[src/hdl/blsp_pkg.sv]
// ----------------------------------------------------------------------------
// blsp_pkg
// Shared types and codes for the Bresenham line stepper.
// ----------------------------------------------------------------------------
package blsp_pkg;

    localparam logic OP_LOAD    = 1'b0;
    localparam logic OP_ADVANCE = 1'b1;

    // Classification of one word, as handed from front to back.
    typedef struct packed {
        logic op;
        logic x_negative;
        logic y_negative;
        logic x_is_major;
    } blsp_cmd_flags_t;

    localparam int FLAGS_BITS = $bits(blsp_cmd_flags_t);

endpackage

[src/hdl/bresenham_line_stepper_top.sv]
// ----------------------------------------------------------------------------
// bresenham_line_stepper_top
// Integer Bresenham line rasterizer: load a line, then advance point by point.
//
//  Channel  Dir  tdata (low bit up)                      tuser / tlast
//  s_axis   in   start_x, start_y, end_x, end_y          tuser: operation
//  m_axis   out  point_x, point_y                        tlast: last_point
//
// One word per cycle sustained unless m_axis stalls; an advance passes through
// the front register, queue and output register. The step is one add, compare
// and subtract on the error counter per cycle, unless a stall holds it.
// Reset (rst_n, async low) empties the queue and leaves the stepper idle.
// A stall on m_axis backs up through the queue; the front keeps taking words
// until the queue is full.
// ----------------------------------------------------------------------------
module bresenham_line_stepper_top
    import blsp_pkg::*;
#(
    parameter int COORD_BITS  = 11,
    parameter int QUEUE_DEPTH = 4
)
(
    input  logic                                     clk,
    input  logic                                     rst_n,
    input  logic                                     s_axis_tvalid,
    output logic                                     s_axis_tready,
    // start_x, start_y, end_x, end_y, zero fill
    input  logic [((4*COORD_BITS+7)/8)*8-1:0]        s_axis_tdata,
    // operation
    input  logic                                     s_axis_tuser,
    output logic                                     m_axis_tvalid,
    input  logic                                     m_axis_tready,
    // point_x, point_y, zero fill
    output logic [((2*COORD_BITS+7)/8)*8-1:0]        m_axis_tdata,
    output logic                                     m_axis_tlast
);

    localparam int DW      = COORD_BITS + 1;
    localparam int OUT_W   = ((2*COORD_BITS+7)/8)*8;
    localparam int CMD_W   = FLAGS_BITS + 2*COORD_BITS + 2*DW;

    logic                  f_valid;
    logic                  f_ready;
    blsp_cmd_flags_t       f_flags;
    logic [COORD_BITS-1:0] f_sx;
    logic [COORD_BITS-1:0] f_sy;
    logic [DW-1:0]         f_major;
    logic [DW-1:0]         f_minor;

    logic                  b_valid;
    logic                  b_ready;
    logic [CMD_W-1:0]      b_data;
    blsp_cmd_flags_t       b_flags;
    logic [COORD_BITS-1:0] b_sx;
    logic [COORD_BITS-1:0] b_sy;
    logic [DW-1:0]         b_major;
    logic [DW-1:0]         b_minor;

    logic [COORD_BITS-1:0] pt_x;
    logic [COORD_BITS-1:0] pt_y;

    blsp_front #(
        .COORD_BITS (COORD_BITS)
    ) u_front (
        .clk         (clk),
        .rst_n       (rst_n),
        .in_valid    (s_axis_tvalid),
        .in_ready    (s_axis_tready),
        .in_op       (s_axis_tuser),
        .in_start_x  (s_axis_tdata[COORD_BITS-1:0]),
        .in_start_y  (s_axis_tdata[2*COORD_BITS-1:COORD_BITS]),
        .in_end_x    (s_axis_tdata[3*COORD_BITS-1:2*COORD_BITS]),
        .in_end_y    (s_axis_tdata[4*COORD_BITS-1:3*COORD_BITS]),
        .cmd_valid   (f_valid),
        .cmd_ready   (f_ready),
        .cmd_flags   (f_flags),
        .cmd_start_x (f_sx),
        .cmd_start_y (f_sy),
        .cmd_major   (f_major),
        .cmd_minor   (f_minor)
    );

    blsp_queue #(
        .WIDTH (CMD_W),
        .DEPTH (QUEUE_DEPTH)
    ) u_queue (
        .clk       (clk),
        .rst_n     (rst_n),
        .in_valid  (f_valid),
        .in_ready  (f_ready),
        .in_data   ({f_flags, f_sx, f_sy, f_major, f_minor}),
        .out_valid (b_valid),
        .out_ready (b_ready),
        .out_data  (b_data)
    );

    assign {b_flags, b_sx, b_sy, b_major, b_minor} = b_data;

    blsp_back #(
        .COORD_BITS (COORD_BITS)
    ) u_back (
        .clk         (clk),
        .rst_n       (rst_n),
        .cmd_valid   (b_valid),
        .cmd_ready   (b_ready),
        .cmd_flags   (b_flags),
        .cmd_start_x (b_sx),
        .cmd_start_y (b_sy),
        .cmd_major   (b_major),
        .cmd_minor   (b_minor),
        .out_valid   (m_axis_tvalid),
        .out_ready   (m_axis_tready),
        .out_x       (pt_x),
        .out_y       (pt_y),
        .out_last    (m_axis_tlast)
    );

    assign m_axis_tdata = OUT_W'({pt_y, pt_x});

endmodule

[src/hdl/blsp_front.sv]
// ----------------------------------------------------------------------------
// blsp_front
// Accepts input words, works out step signs, absolute deltas and the major
// axis of a load, and holds the classified command in one register stage.
// ----------------------------------------------------------------------------
module blsp_front
    import blsp_pkg::*;
#(
    parameter int COORD_BITS = 11
)
(
    input  logic                           clk,
    input  logic                           rst_n,
    input  logic                           in_valid,
    output logic                           in_ready,
    input  logic                           in_op,
    input  logic signed [COORD_BITS-1:0]   in_start_x,
    input  logic signed [COORD_BITS-1:0]   in_start_y,
    input  logic signed [COORD_BITS-1:0]   in_end_x,
    input  logic signed [COORD_BITS-1:0]   in_end_y,
    output logic                           cmd_valid,
    input  logic                           cmd_ready,
    output blsp_cmd_flags_t                cmd_flags,
    output logic [COORD_BITS-1:0]          cmd_start_x,
    output logic [COORD_BITS-1:0]          cmd_start_y,
    output logic [COORD_BITS:0]            cmd_major,
    output logic [COORD_BITS:0]            cmd_minor
);

    localparam int DW = COORD_BITS + 1;

    logic                  valid_reg;
    blsp_cmd_flags_t       flags_reg;
    logic [COORD_BITS-1:0] sx_reg;
    logic [COORD_BITS-1:0] sy_reg;
    logic [DW-1:0]         major_reg;
    logic [DW-1:0]         minor_reg;

    logic signed [DW-1:0] dx;
    logic signed [DW-1:0] dy;
    logic [DW-1:0]        ax;
    logic [DW-1:0]        ay;
    logic                 x_major;
    blsp_cmd_flags_t      flags_next;
    logic                 take;

    assign dx = DW'(in_end_x) - DW'(in_start_x);
    assign dy = DW'(in_end_y) - DW'(in_start_y);
    assign ax = dx[DW-1] ? DW'(-dx) : DW'(dx);
    assign ay = dy[DW-1] ? DW'(-dy) : DW'(dy);
    assign x_major = (ax >= ay);

    always_comb
    begin
        flags_next.op         = in_op;
        flags_next.x_negative = dx[DW-1];
        flags_next.y_negative = dy[DW-1];
        flags_next.x_is_major = x_major;
    end

    assign in_ready = !valid_reg || cmd_ready;
    assign take     = in_valid && in_ready;

    always_ff @(posedge clk or negedge rst_n)
    begin
        if (!rst_n)
        begin
            valid_reg <= 1'b0;
        end
        else if (take)
        begin
            valid_reg <= 1'b1;
        end
        else if (cmd_ready)
        begin
            valid_reg <= 1'b0;
        end
    end

    always_ff @(posedge clk)
    begin
        if (take)
        begin
            flags_reg <= flags_next;
            sx_reg    <= in_start_x;
            sy_reg    <= in_start_y;
            major_reg <= x_major ? ax : ay;
            minor_reg <= x_major ? ay : ax;
        end
    end

    assign cmd_valid   = valid_reg;
    assign cmd_flags   = flags_reg;
    assign cmd_start_x = sx_reg;
    assign cmd_start_y = sy_reg;
    assign cmd_major   = major_reg;
    assign cmd_minor   = minor_reg;

endmodule

[src/hdl/blsp_queue.sv]
// ----------------------------------------------------------------------------
// blsp_queue
// Small command queue between the front and back parts.
// ----------------------------------------------------------------------------
module blsp_queue #(
    parameter int WIDTH = 48,
    parameter int DEPTH = 4
)
(
    input  logic             clk,
    input  logic             rst_n,
    input  logic             in_valid,
    output logic             in_ready,
    input  logic [WIDTH-1:0] in_data,
    output logic             out_valid,
    input  logic             out_ready,
    output logic [WIDTH-1:0] out_data
);

    localparam int AW = (DEPTH > 1) ? $clog2(DEPTH) : 1;
    localparam int CW = $clog2(DEPTH + 1);

    logic [WIDTH-1:0] mem [DEPTH];
    logic [AW-1:0]    wr_ptr_reg;
    logic [AW-1:0]    rd_ptr_reg;
    logic [CW-1:0]    count_reg;
    logic             push;
    logic             pop;

    assign in_ready  = (count_reg != CW'(DEPTH));
    assign out_valid = (count_reg != '0);
    assign push      = in_valid && in_ready;
    assign pop       = out_valid && out_ready;
    assign out_data  = mem[rd_ptr_reg];

    always_ff @(posedge clk)
    begin
        if (push)
        begin
            mem[wr_ptr_reg] <= in_data;
        end
    end

    always_ff @(posedge clk or negedge rst_n)
    begin
        if (!rst_n)
        begin
            wr_ptr_reg <= '0;
            rd_ptr_reg <= '0;
            count_reg  <= '0;
        end
        else
        begin
            if (push)
            begin
                wr_ptr_reg <= (wr_ptr_reg == AW'(DEPTH - 1)) ? '0 : wr_ptr_reg + 1'b1;
            end
            if (pop)
            begin
                rd_ptr_reg <= (rd_ptr_reg == AW'(DEPTH - 1)) ? '0 : rd_ptr_reg + 1'b1;
            end
            if (push && !pop)
            begin
                count_reg <= count_reg + 1'b1;
            end
            else if (pop && !push)
            begin
                count_reg <= count_reg - 1'b1;
            end
        end
    end

endmodule

[src/hdl/blsp_back.sv]
// ----------------------------------------------------------------------------
// blsp_back
// Holds the running line and steps it once per advance command while active;
// results sit in an output register, and a downstream stall holds off commands.
// ----------------------------------------------------------------------------
module blsp_back
    import blsp_pkg::*;
#(
    parameter int COORD_BITS = 11
)
(
    input  logic                  clk,
    input  logic                  rst_n,
    input  logic                  cmd_valid,
    output logic                  cmd_ready,
    input  blsp_cmd_flags_t       cmd_flags,
    input  logic [COORD_BITS-1:0] cmd_start_x,
    input  logic [COORD_BITS-1:0] cmd_start_y,
    input  logic [COORD_BITS:0]   cmd_major,
    input  logic [COORD_BITS:0]   cmd_minor,
    output logic                  out_valid,
    input  logic                  out_ready,
    output logic [COORD_BITS-1:0] out_x,
    output logic [COORD_BITS-1:0] out_y,
    output logic                  out_last
);

    localparam int DW = COORD_BITS + 1;

    logic [COORD_BITS-1:0] cur_x_reg;
    logic [COORD_BITS-1:0] cur_y_reg;
    logic [DW-1:0]         error_acc_reg;
    logic [DW-1:0]         major_delta_reg;
    logic [DW-1:0]         minor_delta_reg;
    logic [DW-1:0]         steps_left_reg;
    logic                  x_negative_reg;
    logic                  y_negative_reg;
    logic                  x_is_major_reg;
    logic                  line_active_reg;
    logic                  out_valid_reg;
    logic [COORD_BITS-1:0] out_x_reg;
    logic [COORD_BITS-1:0] out_y_reg;
    logic                  out_last_reg;

    logic                  pop;
    logic                  do_load;
    logic                  do_step;
    logic [DW-1:0]         err_sum;
    logic                  minor_step;
    logic [DW-1:0]         err_next;
    logic [COORD_BITS-1:0] x_moved;
    logic [COORD_BITS-1:0] y_moved;
    logic                  step_x;
    logic                  step_y;
    logic [COORD_BITS-1:0] x_next;
    logic [COORD_BITS-1:0] y_next;
    logic                  last_next;

    assign cmd_ready = !out_valid_reg || out_ready;
    assign pop       = cmd_valid && cmd_ready;
    assign do_load   = pop && (cmd_flags.op == OP_LOAD);
    assign do_step   = pop && (cmd_flags.op == OP_ADVANCE) && line_active_reg;

    assign err_sum    = error_acc_reg + minor_delta_reg;
    assign minor_step = (err_sum >= major_delta_reg);
    assign err_next   = minor_step ? err_sum - major_delta_reg : err_sum;

    assign x_moved = cur_x_reg + (x_negative_reg ? {COORD_BITS{1'b1}} : COORD_BITS'(1));
    assign y_moved = cur_y_reg + (y_negative_reg ? {COORD_BITS{1'b1}} : COORD_BITS'(1));
    assign step_x  = x_is_major_reg || minor_step;
    assign step_y  = !x_is_major_reg || minor_step;
    assign x_next  = step_x ? x_moved : cur_x_reg;
    assign y_next  = step_y ? y_moved : cur_y_reg;
    assign last_next = (steps_left_reg == DW'(1));

    always_ff @(posedge clk or negedge rst_n)
    begin
        if (!rst_n)
        begin
            cur_x_reg       <= '0;
            cur_y_reg       <= '0;
            error_acc_reg   <= '0;
            major_delta_reg <= '0;
            minor_delta_reg <= '0;
            steps_left_reg  <= '0;
            x_negative_reg  <= 1'b0;
            y_negative_reg  <= 1'b0;
            x_is_major_reg  <= 1'b1;
            line_active_reg <= 1'b0;
            out_valid_reg   <= 1'b0;
        end
        else
        begin
            if (do_load)
            begin
                cur_x_reg       <= cmd_start_x;
                cur_y_reg       <= cmd_start_y;
                error_acc_reg   <= '0;
                major_delta_reg <= cmd_major;
                minor_delta_reg <= cmd_minor;
                steps_left_reg  <= cmd_major;
                x_negative_reg  <= cmd_flags.x_negative;
                y_negative_reg  <= cmd_flags.y_negative;
                x_is_major_reg  <= cmd_flags.x_is_major;
                line_active_reg <= (cmd_major != '0);
            end
            else if (do_step)
            begin
                cur_x_reg       <= x_next;
                cur_y_reg       <= y_next;
                error_acc_reg   <= err_next;
                steps_left_reg  <= steps_left_reg - 1'b1;
                line_active_reg <= !last_next;
            end

            if (do_step)
            begin
                out_valid_reg <= 1'b1;
            end
            else if (out_ready)
            begin
                out_valid_reg <= 1'b0;
            end
        end
    end

    always_ff @(posedge clk)
    begin
        if (do_step)
        begin
            out_x_reg    <= x_next;
            out_y_reg    <= y_next;
            out_last_reg <= last_next;
        end
    end

    assign out_valid = out_valid_reg;
    assign out_x     = out_x_reg;
    assign out_y     = out_y_reg;
    assign out_last  = out_last_reg;

endmodule

[config.mk]
export PLATFORM = sky130hd
export DESIGN_NAME = bresenham_line_stepper_top
export DESIGN_NICKNAME = d
export VERILOG_FILES = /design/src/hdl/blsp_pkg.sv /design/src/hdl/bresenham_line_stepper_top.sv /design/src/hdl/blsp_front.sv /design/src/hdl/blsp_queue.sv /design/src/hdl/blsp_back.sv
export SDC_FILE = /design/constraint.sdc
export NUM_CORES = 1
export LEC_CHECK = 0
export BUFFER_PORTS_ARGS = -buffer_cell sky130_fd_sc_hd__buf_2
export CAP_MARGIN = 5
export CORE_AREA = 2 2 201 203
export CTS_BUF_LIST = sky130_fd_sc_hd__clkbuf_8
export DETAILED_ROUTE_END_ITERATION = 8
export DIE_AREA = 0 0 203 205
export PLACE_DENSITY_LB_ADDON = 0.12
export SETUP_SLACK_MARGIN = 0.05
export SYNTH_ARGS = -nofsm -noshare
export SYNTH_HDL_FRONTEND = slang
export SYNTH_SLANG_ARGS = --single-unit
[constraint.sdc]
create_clock -name clk -period 5 [get_ports clk]
set_clock_uncertainty 0.05 [all_clocks]
set_input_delay 0.25 -clock clk [delete_from_list [all_inputs] [get_ports clk]]
set_output_delay 0.25 -clock clk [all_outputs]
set_load 0.005 [all_outputs]
==> impl_metrics.json <==
{
  "status": "complete, no violations",
  "pin_count": 80,
  "leakage_uw": 0.00785,
  "antenna_found_initial": 2,
  "period_share_pct": 92.6,
  "maxCapViolations": 0,
  "track_usage_pct": 19.7,
  "max_freq_ghz": 0.216,
  "crit_path_end_kind": "register",
  "start_util_pct": 44.6,
  "synth-edff-count": 273,
  "globalplace.congestion": 0.873,
  "worstPathArrival_ns": 4.91,
  "rrSetupSlack_ns": 0.53,
  "yosysTopAreaCell": "edfxtp_1",
  "cts_buffer_depth": 3,
  "worst_r2r_endpoint": "u_back.cur_y_reg[6]",
  "synth.top_cell.area_share_pct": 46.7,
  "avgSynthCellArea_sq_um": 12.9,
  "synthDistinctLibCells": 87,
  "final_nets": 1638,
  "critical_path_required_ns": 5.28,
  "synthFlopType": "edfxtp_1",
  "post_cts_buffers": 0,
  "reg2reg_depth": 16,
  "critPathLaunchType": "primary input",
  "numCtsBuffers": 58,
  "synthToLayoutAreaGrowth_pct": 14.0,
  "viasPerCell": 5.39,
  "grt-ovfl-total": 0,
  "drtIter0Drc": 700,
  "grt_setup_unrepaired": "no",
  "drt-total-wl_mm": 39.6,
  "worst_pin_slew_ns": 0.820,
  "dp_cells": 1932,
  "startpoint": "s_axis_tdata[11]",
  "coreArea_sq_um": 39400,
  "ys_top_cells_by_area": "edfxtp_1, dfrtp_1, mux4_2",
  "grt_max_degree": 53,
  "syn-cell-area_sq_um": 17600,
  "die_y_um": 205,
  "final_cells": 2066,
  "dr_total_vias": 11100,
  "h-tree-depth": 2,
  "yosysSeqAreaShare_pct": 58.5,
  "dr.pass1.iters": 5,
  "ys_ff_latch": 356,
  "r2r-start": "u_back.minor_delta_reg[1]",
  "n_fill_cell": 3395,
  "drive_above_1_share_pct": 17.1,
  "synthCells": 1359,
  "ir_drop_v": 0.000328,
  "cts_root_buf": "clkbuf_8",
  "largest_reg_flops": 200,
  "ys_async_sr_fraction_pct": 23.3,
  "antenna_cells": 0,
  "numPortBuffers": 73,
  "setup_viol": 0,
  "cts.clk_slew.worst_paths_ns": 0.06,
  "path_max_fanout": 4,
  "cts_tree": "yes",
  "synth_most_common_cell": "edfxtp_1",
  "hold_violations": 0,
  "cellPowerDensity_nw_per_um2": 760,
  "timing.setup.tns_ns": 0,
  "top_register": "u_queue.mem",
  "place_hpwl_mm": 27.1,
  "clkSinkCount": 356,
  "routedWlPerCell_um": 19.2,
  "grt_pass1_vias": 11300,
  "drtAntennaViolNets": 0,
  "die_area_sq_um": 41600,
  "yosys_warnings": 0,
  "yosys-top-cells-count": "edfxtp_1, nand2_1, ha_1, nor2_1",
  "min_period_ns": 4.63,
  "worstSetupPathType": "in2reg",
  "min_path_type": "in2async",
  "drv_slew": 0,
  "grt_pass1_wl_mm": 63.7,
  "dieWidth_um": 203,
  "relSlewSlack_pct": 45.2,
  "clkLatencyLatePin_ns": 0.62,
  "rows": 73,
  "drc": 0
}
-- critical path, stage by stage --
cell and delay (ns):
dlygate4sd3_1 0.53, buf_2 0.11, ha_1 0.16, inv_1 0.05, fa_1 0.41, a211oi_2 0.27
buf_4 0.16, nor3b_1 0.05, o2bb2ai_1 0.28, nand4_2 0.20, o31ai_1 0.34, xnor2_1 0.24
inv_1 0.12, ha_1 0.21, or3_1 0.39, a211oi_1 0.24, o21a_1 0.24, inv_1 0.09
or3_1 0.31, mux2i_1 0.17, a2111oi_2 0.07
-- cells in the final DEF, fill, tap and decap left out, drive strengths merged, types with 49 or more instances in the layout --
cell type	synthesis	routed
o21ai	69	69
inv	83	108
dfrtp	82	82
nor2	85	85
clkbuf	19	62
ha	85	85
nand2	116	116
mux4	49	49
edfxtp	273	273
a21oi	81	81
buf	31	97
-- how the worst max path moves through the flow --
stage | end | slack [ns]
floorplan | u_front.cmd_minor[11] | 0.75
global placement | u_front.cmd_minor[10] | 0.25
detailed placement | u_front.cmd_minor[10] | 0.23
CTS | u_back.cur_y_reg[6] | 0.31
global route | u_front.cmd_minor[10] | 0.05
finish | u_front.cmd_minor[10] | 0.37
-- cells by family after synthesis --
| logic type | synth area share, % |
|---|---|
| DFF | 58.5 |
| and+or+nand+nor | 9.20 |
| AOI/OAI and AO/OA | 10.4 |
| buffers and inverters | 3.15 |
| adders and majority gates | 6.85 |
| xor gates and xnor gates | 3.93 |
| muxes | 7.94 |
| other | 0.0214 |
-- report_power, final --
part	internal (uW)	leakage, uW	total (uW)	switching [uW]
clock	1400	0.000682	2550	1140
sequential	4580	0.00353	5170	595
combinational	3120	0.00363	7500	4380
total	9100	0.00785	15200	6120
-- layer usage --
layer	up-vias	share of wire (%)	global-route usage, %
met1	5513	48	28.2
li1	5362	-	-
met5	-	0	0
met3	45	3.9	2.80
met2	214	46	31.6
met4	0	1.5	5.42
-- per-stage QoR --
stage / utilization, % / cell area, sq um / hold WS (ns) / setup slack [ns] / power (uW)
2_1_floorplan: - / 17600 / -0.0956 / 0.746 / 10600
4_1_cts: 50.8 / 20000 / 0.0366 / 0.308 / 15300
6_report: 50.9 / 20000 / 0.0560 / 0.372 / 15200
3_3_place_gp: 47.2 / 18600 / 0.182 / 0.246 / 12600
5_1_grt: 50.9 / 20000 / 0.0923 / 0.0521 / 16500
3_5_place_dp: 47.2 / 18600 / 0.179 / 0.226 / 12700
-- layout make-up --
type | count | area, sq um | share of cell area (%)
flip-flops and latches | 356 | 10300 | 51.3
inverters | 85 | 319 | 1.59
repair buffers | 123 | 821 | 4.10
well taps | 525 | 657 | 3.28
clock buffers | 62 | 853 | 4.26
multi-input cells | 869 | 6780 | 33.8
clock inverters | 46 | 319 | 1.59
-- repair_timing --
| item | in CTS | in global routing |
|---|---|---|
| endpoints found under the hold margin | 56 | 0 |
| gates resized for setup | 0 | 4 |
| hold buffers | 26 | 0 |
| setup endpoints to repair | 0 | 20 |
No activity file was read; power rests on OpenSTA's default activity.
